<file path="src/sv/ecr_div.sv">
// ----------------------------------------------------------------------------
// ecr_div
// pipelined restoring divider, one quotient bit per stage
// ----------------------------------------------------------------------------
module ecr_div #(
	parameter int NW = 41,
	parameter int DW = 22,
	parameter int QW = 33
) (
	input  logic          clk,
	input  logic          en,
	input  logic [NW-1:0] num,
	input  logic [DW-1:0] den,
	output logic [QW-1:0] quo
);
	// caller guarantees num >> QW < den
	logic [DW-1:0] rem_s [QW];
	logic [DW-1:0] den_s [QW];
	logic [QW-1:0] lo_s  [QW];

	logic [DW-1:0] rem_in [QW];
	logic [DW-1:0] den_in [QW];
	logic [QW-1:0] lo_in  [QW];
	logic [DW:0]   trial  [QW];
	logic          ge     [QW];
	logic [DW-1:0] rem_nx [QW];
	logic [QW-1:0] lo_nx  [QW];

	always_comb begin
		rem_in[0] = DW'(num >> QW);
		den_in[0] = den;
		lo_in[0]  = num[QW-1:0];
		for (int k = 1; k < QW; k++) begin
			rem_in[k] = rem_s[k-1];
			den_in[k] = den_s[k-1];
			lo_in[k]  = lo_s[k-1];
		end
		for (int k = 0; k < QW; k++) begin
			// bring down the next numerator bit, low end collects quotient bits
			trial[k]  = {rem_in[k], lo_in[k][QW-1]};
			ge[k]     = (trial[k] >= {1'b0, den_in[k]});
			rem_nx[k] = ge[k] ? DW'(trial[k] - {1'b0, den_in[k]}) : DW'(trial[k]);
			lo_nx[k]  = {lo_in[k][QW-2:0], ge[k]};
		end
	end

	always_ff @(posedge clk) begin
		if (en) begin
			for (int k = 0; k < QW; k++) begin
				rem_s[k] <= rem_nx[k];
				den_s[k] <= den_in[k];
				lo_s[k]  <= lo_nx[k];
			end
		end
	end

	assign quo = lo_s[QW-1];
endmodule

</file>
<file path="config.mk">
export PLATFORM = sky130hd
export DESIGN_NAME = ecr_div
export DESIGN_NICKNAME = d
export VERILOG_FILES = /design/src/sv/ecr_div.sv
export SDC_FILE = /design/constraint.sdc
export NUM_CORES = 2
export LEC_CHECK = 0
export BUFFER_PORTS_ARGS = -buffer_cell sky130_fd_sc_hd__buf_2
export CORE_MARGIN = 3
export CORE_UTILIZATION = 40
export CTS_CLUSTER_DIAMETER = 150
export DETAILED_ROUTE_END_ITERATION = 10
export PLACE_DENSITY = 0.61
export RECOVER_POWER = 100
export SLEW_MARGIN = 25
export SYNTH_ARGS = -nofsm -noshare
export SYNTH_HDL_FRONTEND = slang
export SYNTH_SLANG_ARGS = --single-unit
</file>
<file path="constraint.sdc">
create_clock -name clk -period 8 [get_ports clk]
set_input_delay 0.8 -clock clk [delete_from_list [all_inputs] [get_ports clk]]
set_output_delay 0.8 -clock clk [all_outputs]
set_load 0.005 [all_outputs]
</file>
**Yosys cells after proc, flatten, opt, wreduce, memory -nomap -nowiden**

Memory sizes are Yosys's and may differ from the RTL's.
Index checks and enable logic that the tools add are counted.

- Add/subtract/negate cells: 33
- Magnitude comparators: 33
- Multiplexer cells: 35

Operators by type and width:

| cell | number |
|---|---|
| >= comparator 23 x 22 -> 1 bit | 32 |
| two-way mux 22 bit | 33 |
| subtractor 22 bit | 32 |
| >= comparator 9 x 22 -> 1 bit | 1 |
| subtractor 9 x 22 -> 22 bit | 1 |
| two-way mux 1 bit | 2 |

- Register bits: 0
- Memory bits (writable): 2541
- Output and inout port bits: 33
- Memories: 3

Memories:

| memory | depth | width | read ports | clocked after memory_dff | write ports | RTL line | RTL |
|---|---|---|---|---|---|---|---|
| lo_s | 33 | 33 | 33 | 0 | 33 | 19 | `logic [QW-1:0] lo_s [QW];` |
| den_s | 33 | 22 | 32 | 0 | 33 | 18 | `logic [DW-1:0] den_s [QW];` |
| rem_s | 33 | 22 | 32 | 0 | 33 | 17 | `logic [DW-1:0] rem_s [QW];` |

**Logic depth before layout (Yosys ltp)**

An unclocked memory read counts as a cell.

- Depth after elaboration: 3
- Depth in mapped cells: 14
- Gate-level depth less buffers: 14

**Worst setup path after synthesis**

Ideal clock, no wire load.

- Path kind: reg2reg
- Start: mem lo_s[17][32] (netlist: lo_s[0][593])
- End: mem rem_s[18][20] (netlist: rem_s[0][416]), data pin
- Setup time: 0.267 ns
- Data arrival time: 3.204 ns
- Setup slack: 4.529 ns
- Stages on the path, launching flop included: 15
- Path buffers: 0
- Clock period less this slack: 3.471 ns
- Cell sequence: edfxtp_1 > inv_1 > ha_1 > inv_1 > fa_1 > a21o_1 > a21oi_1 > o21ai_0 > a2111oi_0 > o31ai_1 > a21oi_1 > o21ai_0 > a221oi_1 > xor2_1 > o21ai_0

RTL lines:

| what | RTL line |
|---|---|
| start, declared | 19 |
| end, declared | 17 |

==> qor.yml <==
status: "finished with violations"
violations: "max-capacitance violations, max-slew violations"
dp_hpwl_um: 159000
synth_ff_type: "edfxtp_1"
synth_top_area_share: 0.640
track_usage: 0.149
path_clk_slew_ns: 0.06
cp.required_ns: 8.41
hold_depth: 1
syn-instance-count: 8740
fin_skew_ns: 0.0429
min_period_over_period: 0.703
grt_pass1_wl_um: 365000
ctsHoldBuffers: 0
synthTopCellsByArea: "edfxtp_1 64%, ha_1 7.6%, mux2_2 3.2%, inv_1 3.0%, xnor2_1 2.9%"
avgSynthCellArea_um2: 13.4
rsz0062_at_grt: "false"
cts_resized: 0
setup_tns_ns: 0
drt_iter0_markers: 4521
slew_viol_final: 1186
avgRoutedWirePerCell_um: 17.3
ys_seq_area_frac: 0.640
drc_errors: 0
layout_min_cycle_time_ns: 5.62
ant_nets: 0
cp_max_fo: 137
overflow: 0
via_per_inst: 5.12
ir_drop_v: 0.000217
yosys.area.top_type: "edfxtp_1"
start_util: 0.402
timing.hold.ws_ns: 0.0941
max_clock_freq_mhz: 178
setup_viol: 0
ys_ff_latch: 2497
synth-edff-count: 2497
core_mm2: 0.291
hold_class: "input pin to register"
cts_tree: "built"
htree_levels: 5
crit_path_end_kind: "register"
die_w_um: 547
antenna_found_initial: 3
syn_nets: 9550
cts_made_buffers: 285
power-per-cell-area_mw_per_mm2: 389
clockBufferDepth: 4
rows: 198
dieArea_mm2: 0.300
pin_count: 98
synthArstFlopShare: 0
worst_pin_slew_ns: 3.81
leakage_nw: 50.9
cts_root_buffer: "clkbuf_16"
grt_pass1_vias: 68800
dr_total_vias: 67600
slew_headroom: -1.54
clock-sinks: 2497
postCtsSetupBuffers: 0
drive_above_1_share: 0.0862
reg2regPathDepth: 9
routabilityCongestion: 0.887
area_growth_pct: 12.1
layout.nets: 9874
max_cap_viol_count: 22
clock_latency_ns: 0.88
grt_max_degree: 179
start_kind: "input pin"
io_buffers: 97
crit_arrival_ns: 6.03
first_pass_iters: 5
die_h_um: 547
hold_viol_final: 0
yosys.cell_types.count: 77
critPathKind: "input pin to register"
finalPower_mw: 51.1
drt_wl_total_um: 229000
syn-cell-area_mm2: 0.117
yosysWarningCount: 0
-- where the power goes --
group / internal [mW] / switching (mW) / total [mW]
clock: 7.32 / 5.21 / 12.5
combinational: 8.40 / 10.4 / 18.8
sequential: 18.3 / 1.45 / 19.7
-- worst paths after layout --
check / from / to / slack (ns)
max: en / den_s[0][220]$_DFFE_PP_ / 2.38
min: num[28] / lo_s[0][29]$_DFFE_PP_ / 0.09
max reg2reg: rem_s[0][160]$_DFFE_PP_ / rem_s[0][197]$_DFFE_PP_ / 2.91
min reg2reg: lo_s[0][84]$_DFFE_PP_ / lo_s[0][118]$_DFFE_PP_ / 0.39
-- per-layer routing --
metal | vias to the layer above | wire length [um] | GRT usage
met2 | 1390 | 114000 | 0.262
met3 | 507 | 8780 | 0.0204
met1 | 32600 | 96200 | 0.182
met5 | - | 0 | 0
li1 | 33000 | - | -
met4 | 0 | 9670 | 0.0631
-- state kept, by name (all words and copies together) (netlist names) --
register and count:
den_s 704, rem_s 704, lo_s 1089
-- synth_stat cells (29+ instances only) --
cell type  count
inv_1        924
edfxtp_1    2497
or3_1         30
o21a_1        78
nor4_1        38
a21oi_1      650
o21bai_1     109
a211oi_1      41
nand4_1       85
ha_1         713
nand3_1      119
o31ai_1       46
a21o_1       301
nand2b_1      75
o21ai_0      454
nor2b_1       95
nor2_1       429
xnor2_1      382
fa_1          32
a31oi_1       58
and3_1        48
nor3_1        96
mux2_2       334
mux2i_1       29
xor2_1       189
nand2_1      435
clkbuf_1      98
-- layout make-up --
cell class / count / area [um^2]
clock buffer: 342 / 7430
tap: 3900 / 4880
timing repair buffer: 157 / 841
fill: 25800 / 160000
multi-input combinational: 5199 / 38300
sequential: 2497 / 75000
antenna: 3 / 7.51
clock inverter: 161 / 1570
inverter: 924 / 3470
-- metrics by stage --
step	utilization	setup WS (ns)	area, um^2	std cells
5_1_grt	0.451	1.74	131000	13200
3_5_place_dp	0.422	3.66	123000	12700
2_1_floorplan	-	4.53	117000	8740
6_report	0.451	2.38	131000	13200
4_1_cts	0.453	3.62	132000	13200
3_3_place_gp	0.422	3.71	123000	12700
-- placed cells by master, fill, tap and decap left out, types with 48 or more instances in the layout --
| master | Yosys | final |
|---|---|---|
| nor3_1 | 96 | 95 |
| xnor2_1 | 382 | 382 |
| mux2_1 | 0 | 48 |
| and3_1 | 48 | 48 |
| inv_1 | 924 | 924 |
| edfxtp_1 | 2497 | 2497 |
| clkinv_1 | 0 | 61 |
| nor2b_1 | 95 | 95 |
| clkbuf_16 | 0 | 289 |
| nand2b_1 | 75 | 75 |
| o21ai_0 | 454 | 463 |
| a31oi_1 | 58 | 57 |
| a21o_1 | 301 | 301 |
| nand2_1 | 435 | 435 |
| o21bai_1 | 109 | 108 |
| nor2_1 | 429 | 429 |
| ha_1 | 713 | 713 |
| clkbuf_1 | 98 | 149 |
| mux2_2 | 334 | 303 |
| a21oi_1 | 650 | 650 |
| nand4_1 | 85 | 85 |
| o21a_1 | 78 | 78 |
| xor2_1 | 189 | 189 |
| nand3_1 | 119 | 119 |
-- critical path, stage by stage --
cell      delay [ns]
clkbuf_2        2.46
buf_12          0.55
clkbuf_2        1.85
-- kinds of logic after synthesis --
family | after synthesis | share of synthesized area
flops | 2497 | 0.640
buf+inv | 1044 | 0.0337
compound gates | 1962 | 0.103
xor+xnor | 571 | 0.0427
mux | 380 | 0.0367
simple gates | 1541 | 0.0623
fa+ha+maj | 745 | 0.0816
No activity file was read; power rests on OpenSTA's default activity.
